--- src/rtl/brdras_pkg.sv ---
// Shared constants, request codes and control structs for the range add / range sum block.
// No dependencies.
package brdras_pkg;

    localparam int MAX_ELEMENTS = 1024;
    localparam int BLOCK_SIZE   = 32;
    localparam int NUM_BLOCKS   = MAX_ELEMENTS / BLOCK_SIZE;
    localparam int ADDR_W       = $clog2(MAX_ELEMENTS);
    localparam int BLOCK_SHIFT  = $clog2(BLOCK_SIZE);
    localparam int BLK_W        = ADDR_W - BLOCK_SHIFT;
    localparam int IDX_W        = 11;
    localparam int DATA_W       = 64;
    localparam int TYPE_W       = 2;
    localparam int S_TDATA_W    = 88;
    localparam logic [IDX_W-1:0] CNT_RESET = IDX_W'(1024);

    typedef enum logic [TYPE_W-1:0] {
        REQ_LOAD  = 2'd0,
        REQ_ADD   = 2'd1,
        REQ_QUERY = 2'd2,
        REQ_BAD   = 2'd3
    } req_type_t;

    typedef struct packed {
        logic capture;
        logic issue;
        logic out_load;
    } dp_cmd_t;

    typedef struct packed {
        logic bad;
        logic walk_done;
    } dp_stat_t;

endpackage

--- src/rtl/brdras_ctrl.sv ---
// Controller state machine for the range add / range sum block.
// Depends on brdras_pkg; drives the datapath through dp_cmd_t.
module brdras_ctrl (
    input  logic                 aclk,
    input  logic                 aresetn,
    input  logic                 s_tvalid,
    output logic                 s_tready,
    output logic                 m_tvalid,
    input  logic                 m_tready,
    output brdras_pkg::dp_cmd_t  cmd,
    input  brdras_pkg::dp_stat_t stat
);

    typedef enum logic [2:0] {
        ST_IDLE,
        ST_CHECK,
        ST_WALK,
        ST_DRAIN,
        ST_FINISH
    } state_t;

    state_t state_reg, state_next;
    logic   m_valid_reg, m_valid_next;

    // Next state and commands
    always_comb begin
        state_next   = state_reg;
        cmd          = '0;
        unique case (state_reg)
            ST_IDLE: begin
                if (s_tvalid) begin
                    cmd.capture = 1'b1;
                    state_next  = ST_CHECK;
                end
            end
            ST_CHECK: begin
                state_next = stat.bad ? ST_FINISH : ST_WALK;
            end
            ST_WALK: begin
                cmd.issue = 1'b1;
                if (stat.walk_done) begin
                    state_next = ST_DRAIN;
                end
            end
            ST_DRAIN: begin
                state_next = ST_FINISH;
            end
            ST_FINISH: begin
                if (!m_valid_reg || m_tready) begin
                    cmd.out_load = 1'b1;
                    state_next   = ST_IDLE;
                end
            end
            default: state_next = ST_IDLE;
        endcase
        m_valid_next = cmd.out_load ? 1'b1 : (m_tready ? 1'b0 : m_valid_reg);
    end

    // Hold state and output valid
    always_ff @(posedge aclk) begin
        if (!aresetn) begin
            state_reg   <= ST_IDLE;
            m_valid_reg <= 1'b0;
        end else begin
            state_reg   <= state_next;
            m_valid_reg <= m_valid_next;
        end
    end

    assign s_tready = (state_reg == ST_IDLE);
    assign m_tvalid = m_valid_reg;

endmodule

--- config.mk ---
export PLATFORM = sky130hd
export DESIGN_NAME = brdras_ctrl
export DESIGN_NICKNAME = d
export VERILOG_FILES = /design/src/rtl/brdras_pkg.sv /design/src/rtl/brdras_ctrl.sv
export SDC_FILE = /design/constraint.sdc
export NUM_CORES = 1
export LEC_CHECK = 0
export BUFFER_PORTS_ARGS = -buffer_cell sky130_fd_sc_hd__buf_4
export CAP_MARGIN = 20
export CORE_AREA = 2 2 39 41
export CTS_CLUSTER_SIZE = 28
export DETAILED_ROUTE_END_ITERATION = 8
export DIE_AREA = 0 0 41 43
export PLACE_DENSITY = 0.36
export SYNTH_ARGS = -nofsm -noshare
export SYNTH_HDL_FRONTEND = slang
export SYNTH_SLANG_ARGS = --single-unit
--- constraint.sdc ---
create_clock -name aclk -period 1.89 [get_ports aclk]
set_input_delay 0.189 -clock aclk [delete_from_list [all_inputs] [get_ports aclk]]
set_output_delay 0.189 -clock aclk [all_outputs]
set_load 0.02 [all_outputs]
==> results.md <==
- Final RePlAce weighted congestion: 0.652
- Share of the synthesized area in the top cell type: 37.2%
- Worst-path fanout max: 7
- Post-synth top cells: dfxtp_1 (4), nand2b_1 (3), a21oi_2 (2), nor3_1 (2)
- Synth area leader: dfxtp_1
- Hold/Removal Path Class: input pin to flop
- Slew HR: 85.2%
- Synth top area cells: dfxtp_1 (37%), nand2b_1 (8.7%), a21oi_2 (8.1%)
- I/O Pins: 11
- Crit path DAT: 1.29 ns
- Cts hold-fix bufs: 0
- Cells after synthesis: 23
- Max-cap viol count: 0
- TritonCTS clock tree: yes
- Lkg Pwr: 0.000134 µW
- Outcome: finished clean
- Antenna diodes: 0
- Fraction of the yosys area taken by sequential cells: 37.2%
- Clk sinks: 4
- # nets final: 43
- CP endpoint kind: primary output
- WS Path Type: flop to primary output
- Total power per unit cell area: 752 nW/µm²
- Most frequent cell after synthesis: dfxtp_1
- Clock slew at reported path FFs: 0.04 ns
- Setup-failing EPs final: 0
- Die Area: 1760 µm²
- First-pass GRT wire length: 752 µm
- FP Rows: 14
- Initial Util: 15.6%
- Final Util: 23.5%
- First-pass iteration count of the detailed router: 2
- Post-synth EDFFs: 0
- Register area: 80.1 µm²
- Area taken by multi-input logic gates: 124 µm²
- Gr ovfl total: 0
- Pin count of the biggest net entering global routing: 8
- Number of global-route vias before repair: 208
- Final period util: 78.3%
- Mean post-synth cell area: 9.36 µm²
- DIE WIDTH: 41 µm
- Htree depth: 1
- Antenna violations before repair: 0
- Root buf cell: clkbuf_4
- Layout filler cell count: 162
- Largest register FFs: 3
- Peak VDD IR: 0.272 mV
- Clk buf depth: 2
- Worst skew pair latency: 0.23 ns
- Dpl cells: 48
- Vias per cell: 4.12
- DRC violations left: 0
- Final Skew: 0.00435 ns
- Fmax: 0.675 GHz
- Period minus WS final: 1.48 ns
- CP Buf/Inv Count: 1
- Vias after detailed routing: 210
- Cell area after synthesis: 215 µm²
- Worst Setup Start Kind: flop
- Crit path max-delay cell type: or3b_4
- Initial DRC Count: 1
- Setup TNS: 0 ns
- Share of cells above drive strength 1: 45.7%
- Worst Tran Pin Value: 0.220 ns
- CP delay by family, top: simple AND/OR/NAND/NOR gates
- Synth Flop Type: dfxtp_1
- Post-Route WL: 487 µm
- Critical path cell sequence: or3b_4 -> nor2b_1 -> buf_4
- Crit path largest cell delay: 0.43 ns
- Port-buffer cells: 10
- Fin cells: 51
- Cts repair resizes: 0
- Yosys warning count: 0
- Async S/R FF share, synth: 0%
- Final Hold Fails: 0
- Core ar.: 1380 µm²
- Die Span Y: 43 µm
- TritonCTS buffer count: 3
- Post-synthesis register bit count: 4
- Yosys cell types: 16
- Area growth from synthesis to layout: 51.2%
- Setup bufs post-CTS: 0
- Remaining antenna violation count: 0
- WL/cell: 9.55 µm
- GR Util All Layers: 6.42%
- Synthesized net count: 29
- WP data required: 1.70 ns
- Max-slew violations: 0
- RSZ-0062 raised after global routing: no
worst reg2reg max path, delay by kind of cell, from the launching register on:
family          cells  cell delay [ns]
compound gates      1             0.14
flops               1             0.36
simple gates        1             0.43
where the power goes:
| part | leakage (µW) | total, µW | internal (µW) | switching [µW] |
|---|---|---|---|---|
| clock network | 0.0000138 | 103 | 70.9 | 32.5 |
| logic | 0.0000872 | 46.8 | 25.0 | 21.7 |
| registers | 0.0000326 | 94.5 | 89.0 | 5.57 |
| total | 0.000134 | 245 | 185 | 59.8 |
through the flow:
step           cell area, µm²  setup slack (ns)  hold WS, ns  total power [µW]
4_1_cts                   325             0.391        0.228               253
3_3_place_gp              303             0.664        0.458               143
5_1_grt                   325             0.367        0.246               262
2_1_floorplan             215             0.484        0.329               121
6_report                  325             0.410        0.236               245
3_5_place_dp              303             0.662        0.468               143
layer usage:
layer,GRT usage [%],up-vias,wire (µm)
met4,6.00,0,0
met5,0,-,0
met3,2.09,0,32
met1,6.73,99,206
li1,-,105,-
met2,9.38,6,248
layout by cell type (no fill, tap or decap), types with 2 or more instances in the layout:
cell type / instances
dfxtp_1: 4
a21oi_2: 2
buf_4: 10
nand2b_1: 3
nor3_1: 2
clkbuf_4: 3
final cells by class:
class	count	area share, %
well taps	16	6.15
inverters	1	1.15
flip-flops and latches	4	24.6
repair buffers	10	23.1
clock buffers	3	6.92
multi-input cells	17	38.1
cell families after synthesis:
group                  synth area share, %
multiplexers                          4.65
flip-flops                            37.2
AND/OR/NAND/NOR                       40.7
AO/OA/AOI/OAI                         12.2
buffers and inverters                 5.23
worst paths after layout:
path | depth (start not counted) | endpoint | slack (ns) | from
setup / recovery | 3 | cmd[0] | 0.41 | state_reg[1]
hold / removal | 3 | m_tvalid | 0.24 | aresetn
setup reg to reg | 2 | m_tvalid | 0.90 | state_reg[1]
hold reg to reg | 2 | m_tvalid | 0.52 | m_tvalid
No activity file was read; power rests on OpenSTA's default activity.
